`src/fasta_batch_parser_top_defines.svh`:
```
// Assertion macros shared by the FASTA batch parser RTL.
// No dependencies; included by the modules that carry assertions.
`ifndef FASTA_BATCH_PARSER_TOP_DEFINES_SVH
`define FASTA_BATCH_PARSER_TOP_DEFINES_SVH

// same-cycle implication
`define FBP_ASSERT_NOW(lbl, clk, rstn, ante, cons) \
  lbl: assert property (@(posedge clk) disable iff (!rstn) (ante) |-> (cons)) \
    else $error("fbp assertion failed");

// next-cycle implication
`define FBP_ASSERT_NEXT(lbl, clk, rstn, ante, cons) \
  lbl: assert property (@(posedge clk) disable iff (!rstn) (ante) |=> (cons)) \
    else $error("fbp assertion failed");

`endif

```
`src/fbp_pkg.sv`:
```
// Package for the FASTA batch parser: payload structs, codes and limits.
// No dependencies.
`timescale 1ns / 1ps
package fbp_pkg;

  localparam int unsigned MAX_RECORDS = 64;
  localparam int unsigned MAX_LEN     = 4096;
  localparam int unsigned ID_LEN      = 128;

  localparam logic [1:0] ACT_DATA  = 2'd0;
  localparam logic [1:0] ACT_END   = 2'd1;
  localparam logic [1:0] ACT_BATCH = 2'd2;

  localparam logic [2:0] KIND_CONSUMED = 3'd0;
  localparam logic [2:0] KIND_SEQ_CHAR = 3'd1;
  localparam logic [2:0] KIND_ID_CHAR  = 3'd2;
  localparam logic [2:0] KIND_ID_END   = 3'd3;
  localparam logic [2:0] KIND_CLOSED   = 3'd4;
  localparam logic [2:0] KIND_REFUSED  = 3'd5;
  localparam logic [2:0] KIND_DROPPED  = 3'd6;

  localparam logic [7:0] CH_GT = 8'h3E;
  localparam logic [7:0] CH_NL = 8'h0A;
  localparam logic [7:0] CH_SP = 8'h20;

  typedef struct packed {
    logic [1:0] action;
    logic [7:0] symbol;
  } fbp_in_t;

  typedef struct packed {
    logic [2:0]  kind;
    logic [5:0]  record_index;
    logic [11:0] position;
    logic [7:0]  out_symbol;
    logic [17:0] buffer_address;
    logic [12:0] record_length;
    logic [12:0] longest_length;
    logic [6:0]  batch_count;
    logic        batch_full;
  } fbp_out_t;

endpackage

```
`src/fasta_batch_parser_top.sv`:
```
// Top level of the FASTA batch parser: input register, width register, output register.
// Depends on fbp_pkg, fbp_core and fasta_batch_parser_top_defines.svh.
//
//   port group   dir   handshake             payload
//   in_*         in    in_valid_i/in_stall_o  fbp_in_t  (action, symbol)
//   out_*        out   out_valid_o/out_stall_i fbp_out_t (kind .. batch_full)
//   cfg_*        in    cfg_we_i               cfg_wdata_i (batch_width)
//
// One transfer in and one result out per cycle while the output is not stalled;
// each item passes the input register, then is decoded into the output register.
// Reset clears the parser state, both valid flags and sets batch_width to 64.
// An output stall holds the result and backs up into the input register;
// the input stalls only while that register holds an item that cannot move.
`timescale 1ns / 1ps
`include "fasta_batch_parser_top_defines.svh"

module fasta_batch_parser_top
  import fbp_pkg::*;
(
  input  logic       clk_i,
  input  logic       rst_ni,
  input  logic       in_valid_i,
  output logic       in_stall_o,
  input  fbp_in_t    in_item_i,
  output logic       out_valid_o,
  input  logic       out_stall_i,
  output fbp_out_t   out_item_o,
  input  logic       cfg_we_i,
  input  logic [6:0] cfg_wdata_i
);

  logic       in_valid_q;
  fbp_in_t    in_item_q;
  logic       out_valid_q;
  fbp_out_t   out_item_q;
  logic [6:0] width_q;
  logic       step;
  logic       in_take;
  fbp_out_t   result;

  assign step       = in_valid_q && (!out_valid_q || !out_stall_i);
  assign in_stall_o = in_valid_q && !step;
  assign in_take    = in_valid_i && !in_stall_o;

  fbp_core u_core (
    .clk_i       (clk_i),
    .rst_ni      (rst_ni),
    .step_i      (step),
    .item_i      (in_item_q),
    .width_cfg_i (width_q),
    .result_o    (result)
  );

  always_ff @(posedge clk_i or negedge rst_ni) begin
    if (!rst_ni) begin
      width_q <= 7'(MAX_RECORDS);
    end else if (cfg_we_i) begin
      width_q <= cfg_wdata_i;
    end
  end

  always_ff @(posedge clk_i or negedge rst_ni) begin
    if (!rst_ni) begin
      in_valid_q  <= 1'b0;
      out_valid_q <= 1'b0;
    end else begin
      if (in_take) begin
        in_valid_q <= 1'b1;
      end else if (step) begin
        in_valid_q <= 1'b0;
      end
      if (step) begin
        out_valid_q <= 1'b1;
      end else if (!out_stall_i) begin
        out_valid_q <= 1'b0;
      end
    end
  end

  always_ff @(posedge clk_i) begin
    if (in_take) in_item_q <= in_item_i;
    if (step) out_item_q <= result;
  end

  assign out_valid_o = out_valid_q;
  assign out_item_o  = out_item_q;

  `FBP_ASSERT_NOW(a_stall_needs_item, clk_i, rst_ni, in_stall_o, in_valid_q && out_valid_q)
  `FBP_ASSERT_NOW(a_close_le_longest, clk_i, rst_ni,
                  out_valid_q && out_item_q.kind == KIND_CLOSED,
                  out_item_q.record_length <= out_item_q.longest_length)
  `FBP_ASSERT_NEXT(a_step_fills_out, clk_i, rst_ni, step, out_valid_q)

endmodule

```
`src/fbp_core.sv`:
```
// Parser state and per-byte decode for the FASTA batch parser.
// Depends on fbp_pkg and fasta_batch_parser_top_defines.svh.
`timescale 1ns / 1ps
`include "fasta_batch_parser_top_defines.svh"

module fbp_core
  import fbp_pkg::*;
(
  input  logic       clk_i,
  input  logic       rst_ni,
  input  logic       step_i,
  input  fbp_in_t    item_i,
  input  logic [6:0] width_cfg_i,
  output fbp_out_t   result_o
);

  localparam logic [1:0] ST_START  = 2'd0;
  localparam logic [1:0] ST_HEADER = 2'd1;
  localparam logic [1:0] ST_ID     = 2'd2;
  localparam logic [1:0] ST_SEQ    = 2'd3;

  localparam logic [6:0]  WMAX   = 7'(MAX_RECORDS);
  localparam logic [12:0] LENMAX = 13'(MAX_LEN);
  localparam logic [6:0]  IDMAX  = 7'(ID_LEN - 1);

  logic [1:0]  state_q, state_d;
  logic [12:0] seq_pos_q, seq_pos_d;
  logic [6:0]  id_pos_q, id_pos_d;
  logic [6:0]  rec_cnt_q, rec_cnt_d;
  logic [12:0] longest_q, longest_d;

  logic [6:0]  width;
  logic [18:0] seq_prod;
  logic [17:0] seq_addr;
  logic [17:0] id_addr;
  fbp_out_t    res;

  always_comb begin
    if (width_cfg_i == 7'd0) begin
      width = 7'd1;
    end else if (width_cfg_i > WMAX) begin
      width = WMAX;
    end else begin
      width = width_cfg_i;
    end
  end

  assign seq_prod = 19'(width) * 19'(seq_pos_q[11:0]);
  assign seq_addr = 18'(seq_prod + 19'(rec_cnt_q));
  assign id_addr  = 18'({rec_cnt_q, id_pos_q});

  always_comb begin
    state_d   = state_q;
    seq_pos_d = seq_pos_q;
    id_pos_d  = id_pos_q;
    rec_cnt_d = rec_cnt_q;
    longest_d = longest_q;
    res       = '0;
    res.kind  = KIND_CONSUMED;

    if (item_i.action == ACT_DATA || item_i.action == ACT_END) begin
      if (rec_cnt_q >= width) begin
        res.kind = KIND_REFUSED;
      end else if (item_i.action == ACT_END) begin
        if (state_q == ST_SEQ && seq_pos_q != 13'd0) begin
          res.kind          = KIND_CLOSED;
          res.record_index  = rec_cnt_q[5:0];
          res.record_length = seq_pos_q;
          if (seq_pos_q > longest_q) longest_d = seq_pos_q;
          rec_cnt_d = rec_cnt_q + 7'd1;
        end
        state_d   = ST_START;
        seq_pos_d = '0;
        id_pos_d  = '0;
      end else begin
        unique case (state_q)
          ST_START: begin
            if (item_i.symbol == CH_GT) state_d = ST_ID;
          end
          ST_HEADER: begin
            if (item_i.symbol == CH_NL) state_d = ST_SEQ;
          end
          ST_ID: begin
            if (item_i.symbol == CH_NL || item_i.symbol == CH_SP) begin
              res.kind           = KIND_ID_END;
              res.record_index   = rec_cnt_q[5:0];
              res.position       = 12'(id_pos_q);
              res.buffer_address = id_addr;
              id_pos_d           = '0;
              state_d            = (item_i.symbol == CH_NL) ? ST_SEQ : ST_HEADER;
            end else if (id_pos_q < IDMAX) begin
              res.kind           = KIND_ID_CHAR;
              res.record_index   = rec_cnt_q[5:0];
              res.position       = 12'(id_pos_q);
              res.out_symbol     = item_i.symbol;
              res.buffer_address = id_addr;
              id_pos_d           = id_pos_q + 7'd1;
            end
          end
          ST_SEQ: begin
            if (item_i.symbol == CH_GT) begin
              res.kind          = KIND_CLOSED;
              res.record_index  = rec_cnt_q[5:0];
              res.record_length = seq_pos_q;
              if (seq_pos_q > longest_q) longest_d = seq_pos_q;
              rec_cnt_d = rec_cnt_q + 7'd1;
              seq_pos_d = '0;
              state_d   = ST_ID;
              id_pos_d  = '0;
            end else if (item_i.symbol == CH_NL) begin
              // line break inside sequence: skipped
            end else if (seq_pos_q < LENMAX) begin
              res.kind           = KIND_SEQ_CHAR;
              res.record_index   = rec_cnt_q[5:0];
              res.position       = seq_pos_q[11:0];
              res.out_symbol     = item_i.symbol;
              res.buffer_address = seq_addr;
              seq_pos_d          = seq_pos_q + 13'd1;
            end else begin
              res.kind         = KIND_DROPPED;
              res.record_index = rec_cnt_q[5:0];
              res.out_symbol   = item_i.symbol;
            end
          end
          default: begin
            state_d = ST_START;
          end
        endcase
      end
    end else if (item_i.action == ACT_BATCH) begin
      rec_cnt_d = '0;
      longest_d = '0;
      seq_pos_d = '0;
      id_pos_d  = '0;
    end

    res.longest_length = longest_d;
    res.batch_count    = rec_cnt_d;
    res.batch_full     = (rec_cnt_d == width);
  end

  assign result_o = res;

  always_ff @(posedge clk_i or negedge rst_ni) begin
    if (!rst_ni) begin
      state_q   <= ST_START;
      seq_pos_q <= '0;
      id_pos_q  <= '0;
      rec_cnt_q <= '0;
      longest_q <= '0;
    end else if (step_i) begin
      state_q   <= state_d;
      seq_pos_q <= seq_pos_d;
      id_pos_q  <= id_pos_d;
      rec_cnt_q <= rec_cnt_d;
      longest_q <= longest_d;
    end
  end

  `FBP_ASSERT_NOW(a_seq_pos_bound, clk_i, rst_ni, 1'b1, seq_pos_q <= LENMAX)
  `FBP_ASSERT_NOW(a_id_pos_bound, clk_i, rst_ni, 1'b1, id_pos_q <= IDMAX)
  `FBP_ASSERT_NOW(a_longest_bound, clk_i, rst_ni, 1'b1, longest_q <= LENMAX)

endmodule
```
`config.mk`:
```
export PLATFORM = sky130hd
export DESIGN_NAME = fasta_batch_parser_top
export DESIGN_NICKNAME = d
export VERILOG_FILES = /design/src/fbp_pkg.sv /design/src/fasta_batch_parser_top.sv /design/src/fbp_core.sv
export VERILOG_INCLUDE_DIRS = /design/src /design/src/src
export SDC_FILE = /design/constraint.sdc
export NUM_CORES = 1
export LEC_CHECK = 0
export BUFFER_PORTS_ARGS = -buffer_cell sky130_fd_sc_hd__clkbuf_2
export CORE_ASPECT_RATIO = 1.4
export CORE_MARGIN = 2
export CORE_UTILIZATION = 62
export CTS_BUF_LIST = sky130_fd_sc_hd__clkbuf_8
export DETAILED_ROUTE_END_ITERATION = 10
export MAX_ROUTING_LAYER = met4
export PLACE_DENSITY = 0.84
export SLEW_MARGIN = 20
export SYNTH_ARGS = -nofsm -noshare
export SYNTH_HDL_FRONTEND = slang
export SYNTH_HIERARCHICAL = 1
export SYNTH_SLANG_ARGS = --single-unit
```
`constraint.sdc`:
```
create_clock -name clk_i -period 8.85 [get_ports clk_i]
set_clock_uncertainty 0.15 [all_clocks]
set_input_delay 0.885 -clock clk_i [delete_from_list [all_inputs] [get_ports clk_i]]
set_output_delay 0.885 -clock clk_i [all_outputs]
set_load 0.005 [all_outputs]
```
==> impl_metrics.yaml, run 1 <==
grt:
  grt.overflow.total: 0
  antenna_found_initial: 0
  grt_first_pass_wirelength_mm: 39.4
  grt_max_degree: 56
  grt_pass1_vias: 8040
  grt_use_total: 0.297
synthesis:
  yosysMostFrequentCell: "inv_1"
  avgSynthCellArea_um2: 10.2
  netlist_area_mm2: 0.0100
  yosys.area_share.simple: 0.169
  synth_compound_area_frac: 0.135
  ys_seq_area_frac: 0.399
  yosys-top-cells-count: "105 x inv_1, 92 x nand2_1, 91 x edfxtp_1"
  synthAdderAreaFrac: 0.197
  yosysTopAreaCellShare: 0.272
  syn_inst: 985
  synth_top_family_by_area: "adder cells"
  muxShareOfSynthArea: 0.0203
  synth_nets: 1132
  synth-xor-area-share: 0.0183
  yosys.area.top_type: "edfxtp_1"
  ys.flop_type: "edfxtp_1"
  ys_ff_latch: 142
  synth_area_leaders: "edfxtp_1 27%, dfrtp_1 12%, fa_1 11%, ha_1 8.7%, and2_1 4.0%"
  synth_edf_count: 91
  synth_warnings: 6
  synthArstFlopShare: 0.359
  synth.distinct_cells: 75
setup_path:
  critical_path_class: "register to register"
  reg2reg_slack_ns: 2.76
  start_kind: "register"
  cp_max_fo: 24
  required_ns: 8.89
  end_kind: "register"
  worstPathArrival_ns: 6.13
timing:
  report.final.slew_viol_count: 0
  hold_ws_ns: 0.346
  rsz0062_at_grt: "no"
  final_hold_viol_count: 0
  fin_setup_tns_ns: 0
  setup_slack_ns: 2.76
  slew_headroom: 0.330
  period_needed_ns: 6.09
  period_share: 0.688
  fmax_ghz: 0.164
  setup_viol: 0
  worst_pin_slew_ns: 1.00
power_and_ir_drop:
  power_leakage_nw: 5.16
  pwr-share-comb: 0.223
  power_switching_mw: 0.592
  power.density_mw_per_mm2: 156
  swShare: 0.343
  power.total_mw: 1.73
  clockPowerShare: 0.302
  vdd_drop_max_uv: 107
  p_int_mw: 1.13
  seqPwrFrac: 0.475
clock_tree:
  post-cts-setup-buffers: 0
  htreeDepth: 4
  path_clk_slew_ns: 0.09
  hold_buffers: 0
  clockRootBuffer: "clkbuf_8"
  cts_tree: "done"
  clock-sinks: 142
  clockBufferDepth: 2
  insertion_delay_ns: 0.45
  post_cts_resized: 0
  numCtsBuffers: 17
min_path:
  hp-class: "register to register"
die:
  die_h_um: 155
  core_mm2: 0.0160
  initial_core_util: 0.626
  die_w_um: 112
  die-area_mm2: 0.0172
  io_pins: 105
  placementRows: 55
detailed_routing:
  via_per_inst: 6.26
  num_vias: 7995
  dr.first_iter.drc_count: 692
  drt_first_pass_iters: 8
  routed_wl_mm: 24.5
  wl_per_cell_um: 19.2
  drcViolationCount: 0
  ant_nets: 0
job:
  max_cap_violations: 0
finish:
  n_fill_cell: 1194
  syn_to_final_growth_pct: 10.4
  drive_gt1_frac: 0.165
  antenna_cells: 0
  layout.nets: 1212
  final_cell_area_mm2: 0.0111
placement:
  dp_hpwl_mm: 17.4
  gp_congestion: 0.949
  io_buffers: 104
  dp_slack_ns: 2.72
  place_area_mm2: 0.0107
outcome:
  status: "finished, final reports clean"
==> per-layer routing <==
| layer | track usage | part of all wire |
|---|---|---|
| met1 | 0.349 | 0.36 |
| met2 | 0.499 | 0.52 |
| met3 | 0.0462 | 0.075 |
| met4 | 0.149 | 0.048 |
| met5 | - | 0 |
==> flip-flops by register name (all words and copies together), names as in the netlist <==
name              cells
out_item_o           81
out_valid_o           1
u_core/state_q        2
u_core/longest_q     13
width_q               7
u_core/rec_cnt_q      7
in_valid_q            1
u_core/seq_pos_q     13
u_core/id_pos_q       7
in_item_q            10
==> cells by family (layout without fill, tap and decap cells) <==
| kind of cell | Yosys count | count (layout) |
|---|---|---|
| mux | 15 | 15 |
| flops | 142 | 142 |
| xor+xnor | 21 | 21 |
| compound gates | 198 | 198 |
| fa+ha+maj | 125 | 125 |
| simple gates | 324 | 324 |
| buf+inv | 160 | 253 |
==> per-stage QoR <==
| stage | util | cells |
|---|---|---|
| 3_3_place_gp | 0.667 | 1245 |
| 3_5_place_dp | 0.667 | 1245 |
| 5_1_grt | 0.691 | 1277 |
| 2_1_floorplan | - | 985 |
| 4_1_cts | 0.691 | 1277 |
| 6_report | 0.691 | 1277 |
==> power by group through the flow <==
stage	Clock, mW	Sequential (mW)	Combinational [mW]
global placement	0	0.828	0.360
detailed placement	0	0.831	0.372
global route	0.556	0.824	0.425
floorplan	0	0.817	0.258
CTS	0.529	0.818	0.378
finish	0.521	0.820	0.384
==> layout by cell type (no fill, tap or decap), drive strengths merged, types with 11 or more instances in the layout <==
cell type | netlist | routed
nand2 | 92 | 92
inv | 105 | 112
edfxtp | 91 | 91
nand2b | 11 | 11
clkbuf | 47 | 121
ha | 70 | 70
nor2b | 12 | 12
o21ai | 38 | 38
xnor2 | 16 | 16
and3 | 33 | 33
nand3 | 16 | 16
o31ai | 17 | 17
nor3 | 16 | 16
and2 | 65 | 65
dfrtp | 50 | 50
a22o | 16 | 16
a31oi | 18 | 18
fa | 55 | 55
mux2 | 12 | 12
nor2 | 44 | 44
a21oi | 42 | 42
==> critical path, stage by stage, from the launching register on <==
cell      delay (ns)
dfstp_2         0.50
nor2b_1         0.81
nand2_1         0.17
fa_1            0.52
fa_1            0.54
inv_1           0.05
fa_1            0.53
inv_1           0.05
fa_1            0.52
inv_1           0.04
ha_1            0.35
o21a_1          0.22
a2111o_1        0.46
and4_1          0.23
o311ai_0        0.43
nand3_1         0.12
nor3b_1         0.15
==> area by class of cell <==
| type | instances | area, um2 | area share |
|---|---|---|---|
| multi-input combinational | 683 | 5440 | 0.491 |
| sequential | 142 | 4010 | 0.362 |
| timing repair buffer | 114 | 596 | 0.0537 |
| inverter | 107 | 402 | 0.0362 |
| tap | 199 | 249 | 0.0225 |
| clock buffer | 17 | 234 | 0.0211 |
| clock inverter | 15 | 154 | 0.0139 |
==> worst paths after layout <==
path	startpoint	end	cells past startpoint
min reg2reg	in_valid_q	out_valid_o	1
max	width_q[6]	out_item_o[51]	16
max in group asynchronous	rst_ni	width_q[3]	2
min in group asynchronous	rst_ni	u_core/id_pos_q[6]	2
min	in_valid_q	out_valid_o	1
max reg2reg	width_q[6]	out_item_o[51]	16
Note: power is estimated with default switching activity, not from simulation.
==> run 2, diff against run 1 <==
ABC_AREA = 1   (was not set)
CORE_UTILIZATION = 56   (was 62)
PLACE_DENSITY = 0.8   (was 0.84)
clock period = 5.2 ns   (was 8.85 ns; I/O delays follow)
==> impl_metrics.yaml, run 2 <==
setup_path:
  cp_max_fo: 12
  slowest_stage: "dfstp_2"
  critical_path_class: "register to register"
  start_kind: "register"
  worstPathArrival_ns: 5.02
  end_kind: "register"
  path_common_cell: "nand2_1"
  required_ns: 5.26
  critPathMaxStageDelay_ns: 0.61
  crit_path_cell_trace: "buf_4 -> nand2_1 -> fa_1 -> fa_1 -> inv_1 -> fa_1 -> inv_1 -> fa_1 -> inv_1 -> ha_2 -> a21oi_1 -> o21ai_0 -> inv_1 -> nand2_1 -> nand2_1 -> nand2_1 -> nand3_1 -> nand2_1 -> xor2_1 -> nor2_1"
power_and_ir_drop:
  vdd_drop_max_uv: 156
  power.total_mw: 4.15
  clockPowerShare: 0.216
  power_leakage_nw: 5.69
  seqPwrFrac: 0.374
  p_int_mw: 2.37
  swShare: 0.428
  power_switching_mw: 1.78
  power.density_mw_per_mm2: 352
  pwr-share-comb: 0.410
timing:
  period_needed_ns: 4.96
  slew_headroom: 0.439
  worst_pin_slew_ns: 0.842
  fmax_ghz: 0.201
  report.final.slew_viol_count: 0
  fin_setup_tns_ns: 0
  setup_slack_ns: 0.236
  setup_viol: 0
  period_share: 0.955
  final_hold_viol_count: 0
finish:
  syn_to_final_growth_pct: 12.4
  largest_register_ffs: 81
  final_cell_area_mm2: 0.0118
  antenna_cells: 0
  layout_commonest_cell: "nand2_1"
  drive_gt1_frac: 0.169
  fin_cells: 1603
  n_fill_cell: 1577
  layout_common_cells: "270 x nand2_1, 174 x inv_1, 123 x nor2_1, 104 x clkbuf_2, 91 x edfxtp_1"
  layout.nets: 1493
min_path:
  hp-class: "primary input to async pin"
synthesis:
  syn_inst: 1227
  synth_warnings: 6
  ys.flop_type: "edfxtp_1"
  avgSynthCellArea_um2: 8.55
  yosys-top-cells-count: "272 x nand2_1, 175 x inv_1, 124 x nor2_1"
  ys_seq_area_frac: 0.382
  netlist_area_mm2: 0.0105
  yosysTopAreaCellShare: 0.260
  synth_nets: 1374
  synth.distinct_cells: 50
  synth_edf_count: 91
  synth_area_leaders: "edfxtp_1 26%, dfrtp_1 12%, fa_1 10%, nand2_1 9.7%, ha_1 8.3%"
  yosysMostFrequentCell: "nand2_1"
  ys_ff_latch: 142
  yosys.area.top_type: "edfxtp_1"
  synthArstFlopShare: 0.359
grt:
  grt.overflow.total: 0
  grt_max_degree: 56
  antenna_found_initial: 0
  grt_first_pass_wirelength_mm: 44.5
  grt_use_total: 0.295
  grt_pass1_vias: 8785
die:
  placementRows: 59
  core_mm2: 0.0185
  die-area_mm2: 0.0199
  die_w_um: 120
  io_pins: 105
  initial_core_util: 0.568
  die_h_um: 166
detailed_routing:
  routed_wl_mm: 28.2
  ant_nets: 0
  num_vias: 9052
  via_per_inst: 5.65
  wl_per_cell_um: 17.6
  dr.first_iter.drc_count: 866
  drt_first_pass_iters: 6
  drcViolationCount: 0
clock_tree:
  htreeDepth: 4
  insertion_delay_ns: 0.45
  cts_tree: "done"
  numCtsBuffers: 17
  clock-sinks: 142
  clockBufferDepth: 2
  clockRootBuffer: "clkbuf_8"
  path_clk_slew_ns: 0.09
placement:
  dp_slack_ns: 0.115
  io_buffers: 104
  gp_congestion: 0.958
  place_area_mm2: 0.0113
  dpl.cell_count: 1570
  dp_hpwl_mm: 21.3
job:
  max_cap_violations: 0
outcome:
  status: "finished, final reports clean"
[run 2: cell types whose count changed in the layout (fill, tap and decap cells not counted), sizes merged, moves of 14 or more]
cell   change
inv       +81
nor2      +90
and2      -65
o31ai     -16
o21ai     +28
a31oi     -14
a22o      -16
and3      -32
nand3     +64
nand2    +190
buf       +26
[run 2: kinds of logic (layout without fill, tap and decap cells)]
group | Yosys count | count (layout) | synth area share
flops | 142 | 142 | 0.382
xor+xnor | 21 | 21 | 0.0175
compound gates | 152 | 152 | 0.0862
simple gates | 553 | 553 | 0.232
buf+inv | 234 | 366 | 0.0936
fa+ha+maj | 125 | 125 | 0.188
[run 2: area by class of cell]
class | instances | area [um2] | area share
tap | 244 | 305 | 0.0259
clock buffer | 17 | 234 | 0.0198
timing repair buffer | 140 | 791 | 0.0670
sequential | 142 | 4010 | 0.340
inverter | 194 | 736 | 0.0624
clock inverter | 15 | 163 | 0.0138
multi-input combinational | 851 | 5560 | 0.471
[run 2: final timing paths]
check,startpoint,depth (start not counted),to,slack (ns)
max,width_q[6],20,out_item_o[49],0.24
min,rst_ni,2,u_core/id_pos_q[3],0.05
max reg2reg,width_q[6],20,out_item_o[49],0.24
min reg2reg,u_core/longest_q[8],2,u_core/longest_q[8],0.37
max in group asynchronous,rst_ni,2,width_q[5],4.32
min in group clk_i,in_item_i[5],1,in_item_q[5],0.09
[run 2: routing by layer]
| metal | global-route usage | wire length (um) | vias to the layer above |
|---|---|---|---|
| li1 | - | - | 4244 |
| met1 | 0.344 | 10700 | 4354 |
| met2 | 0.510 | 14600 | 374 |
| met3 | 0.0337 | 1540 | 80 |
| met4 | 0.131 | 1360 | 0 |
| met5 | - | 0 | - |
[run 2: power by group through the flow]
stage	clock network (mW)	logic (mW)	registers (mW)
after floorplan	0	1.22	1.52
after global placement	0	1.62	1.56
after detailed placement	0	1.65	1.57
after CTS	0.913	1.67	1.55
after global routing	0.952	1.89	1.57
final	0.897	1.70	1.55
[run 2: metrics by stage]
stage	hold WS, ns	util
global placement	0.326	0.615
finish	0.0462	0.639
global route	0.0797	0.639
floorplan	0.0744	-
detailed placement	0.336	0.615
CTS	0.0648	0.636
[run 2: timing repair]
action / CTS / global route
hold buffers: 0 / 0
hold endpoints to repair: 0 / 0
endpoints found under the setup margin: 0 / 8
setup buffers: 0 / 1
gates resized for setup: 0 / 10
[run 2: critical path, delay by kind of cell, from the launching register on]
| family | cells | cell delay [ns] |
|---|---|---|
| AOI/OAI and AO/OA | 2 | 0.24 |
| xor gates and xnor gates | 1 | 0.14 |
| DFF | 1 | 0.61 |
| buffers and inverters | 5 | 0.46 |
| and+or+nand+nor | 7 | 0.59 |
| adders and majority gates | 5 | 2.54 |
==> run 3, diff against run 2 <==
CORE_MARGIN = 8   (was 2)
CORE_UTILIZATION = 55   (was 56)
CTS_BUF_LIST = sky130_fd_sc_hd__clkbuf_8 sky130_fd_sc_hd__clkbuf_16   (was sky130_fd_sc_hd__clkbuf_8)
MAX_ROUTING_LAYER = not set   (was met4)
PLACE_DENSITY = 0.79   (was 0.8)
==> impl_metrics.yaml, run 3 (synthesized netlist as in run 2, its figures left out) <==
clock_tree:
  clockRootBuffer: "clkbuf_16"
  path_clk_slew_ns: 0.06
  insertion_delay_ns: 0.43
  numCtsBuffers: 17
  clock-sinks: 142
  post-cts-setup-buffers: 0
  cts_tree: "done"
  htreeDepth: 4
  clockBufferDepth: 2
setup_path:
  required_ns: 5.23
  worstPathArrival_ns: 5.02
  cp_num_buf_inv: 6
  rr_worst_depth: 21
  crit_path_cell_trace: "inv_2 -> nand2_1 -> inv_1 -> nand2_1 -> fa_1 -> fa_1 -> inv_1 -> fa_1 -> inv_1 -> fa_1 -> inv_1 -> ha_2 -> nand2_1 -> nor2_1 -> nand2_1 -> nand2_1 -> inv_1 -> o21ai_0 -> a31oi_1 -> xor2_1 -> nor2_1"
  cp_max_fo: 7
  cpLargestDelayFamily: "adder cells"
  reg2reg_slack_ns: 0.21
  reg2reg_to: "out_item_o[48]"
  rr_startpoint: "width_q[6]"
  start_kind: "register"
  critical_path_class: "register to register"
  end_kind: "register"
  slowest_stage: "dfstp_2"
  critPathMaxStageDelay_ns: 0.62
detailed_routing:
  ant_nets: 0
  drcViolationCount: 0
  num_vias: 9148
  via_per_inst: 5.70
  routed_wl_mm: 29.6
  wl_per_cell_um: 18.4
  drt_first_pass_iters: 8
  dr.first_iter.drc_count: 1072
job:
  max_cap_violations: 0
finish:
  final_cell_area_mm2: 0.0120
  layout_commonest_cell: "nand2_1"
  layout_common_cells: "270 x nand2_1, 172 x inv_1, 123 x nor2_1, 104 x clkbuf_2, 91 x edfxtp_1"
  largest_register_ffs: 81
  syn_to_final_growth_pct: 14.3
  antenna_cells: 0
  fin_cells: 1606
  drive_gt1_frac: 0.169
  layout.nets: 1492
  n_fill_cell: 1583
timing:
  period_needed_ns: 4.99
  fmax_ghz: 0.200
  setup_viol: 0
  final_hold_viol_count: 0
  fin_setup_tns_ns: 0
  worst_pin_slew_ns: 1.03
  period_share: 0.960
  slew_headroom: 0.305
  report.final.slew_viol_count: 0
power_and_ir_drop:
  power_leakage_nw: 5.78
  power.total_mw: 4.54
  power.density_mw_per_mm2: 378
  vdd_drop_max_uv: 254
outcome:
  status: "finished, final reports clean"
placement:
  gp_congestion: 0.953
  dp_hpwl_mm: 22.2
  io_buffers: 104
  place_area_mm2: 0.0113
  dpl.cell_count: 1574
die:
  initial_core_util: 0.552
  die_w_um: 133
  die_h_um: 179
  io_pins: 105
  die-area_mm2: 0.0238
  placementRows: 60
  core_mm2: 0.0190
min_path:
  hp-class: "primary input to async pin"
grt:
  grt.overflow.total: 0
  grt_pass1_vias: 9166
  grt_max_degree: 54
  grt_first_pass_wirelength_mm: 47.4
  grt_use_total: 0.249
  antenna_found_initial: 0
-- run 3: cell count changes in the layout (fill, tap and decap cells not counted), sizes merged --
| cell | delta |
|---|---|
| buf | -1 |
| bufinv | +1 |
| inv | -1 |
-- run 3: cell type report --
cell class | count | area (um2) | share of cell area
Tap cell | 248 | 310 | 0.0259
Timing Repair Buffer | 139 | 787 | 0.0656
Sequential cell | 142 | 4010 | 0.334
Multi-Input combinational cell | 851 | 5540 | 0.462
Clock buffer | 17 | 425 | 0.0355
Inverter | 194 | 736 | 0.0613
Clock inverter | 15 | 185 | 0.0154
-- run 3: worst reg2reg max path, stage by stage, from the launching register on --
cell and delay, ns:
dfstp_2 0.62, inv_2 0.10, nand2_1 0.10, inv_1 0.11, nand2_1 0.09, fa_1 0.45
fa_1 0.56, inv_1 0.06, fa_1 0.54, inv_1 0.06, fa_1 0.53, inv_1 0.05
ha_2 0.37, nand2_1 0.06, nor2_1 0.09, nand2_1 0.06, nand2_1 0.08, inv_1 0.05
o21ai_0 0.26, a31oi_1 0.14, xor2_1 0.15, nor2_1 0.05
-- run 3: stage by stage --
step                      utilization  hold WS, ns  worst slack [ns]
final                           0.631        0.101             0.207
after floorplan                     -       0.0744             0.245
after global placement          0.597        0.323             0.194
after detailed placement        0.597        0.350            0.0928
after CTS                       0.630        0.114            0.0805
after global routing            0.631        0.107           -0.0231
-- run 3: worst max path at each step --
stage / cells after the start / to / slack [ns] / startpoint
2_1_floorplan: 21 / out_item_o[48] / 0.25 / width_q[6]
3_3_place_gp: 21 / out_item_o[48] / 0.19 / width_q[6]
3_5_place_dp: 20 / out_item_o[48] / 0.09 / width_q[5]
4_1_cts: 20 / out_item_o[48] / 0.08 / width_q[6]
5_1_grt: 21 / out_item_o[48] / -0.02 / width_q[6]
6_report: 21 / out_item_o[48] / 0.21 / width_q[6]
-- run 3: report_power, final --
part	internal, mW	switching (mW)	total, mW
registers	1.40	0.140	1.54
logic	0.542	1.18	1.72
clock network	0.761	0.512	1.27
total	2.70	1.83	4.54
-- run 3: routing by layer --
metal / share of wire / global-route usage / wire length, um / up-vias
met2: 0.52 / 0.433 / 15300 / 401
met4: 0.054 / 0.154 / 1590 / 0
li1: - / - / - / 4245
met1: 0.36 / 0.278 / 10700 / 4403
met5: 0 / 0 / 0 / -
met3: 0.067 / 0.0446 / 1980 / 99
-- run 3: repair_timing --
| item | 4_1_cts | 5_1_grt |
|---|---|---|
| hold endpoints to repair | 0 | 0 |
| resized for setup | 0 | 12 |
| hold buffers | 0 | 0 |
| setup endpoints to repair | 0 | 7 |
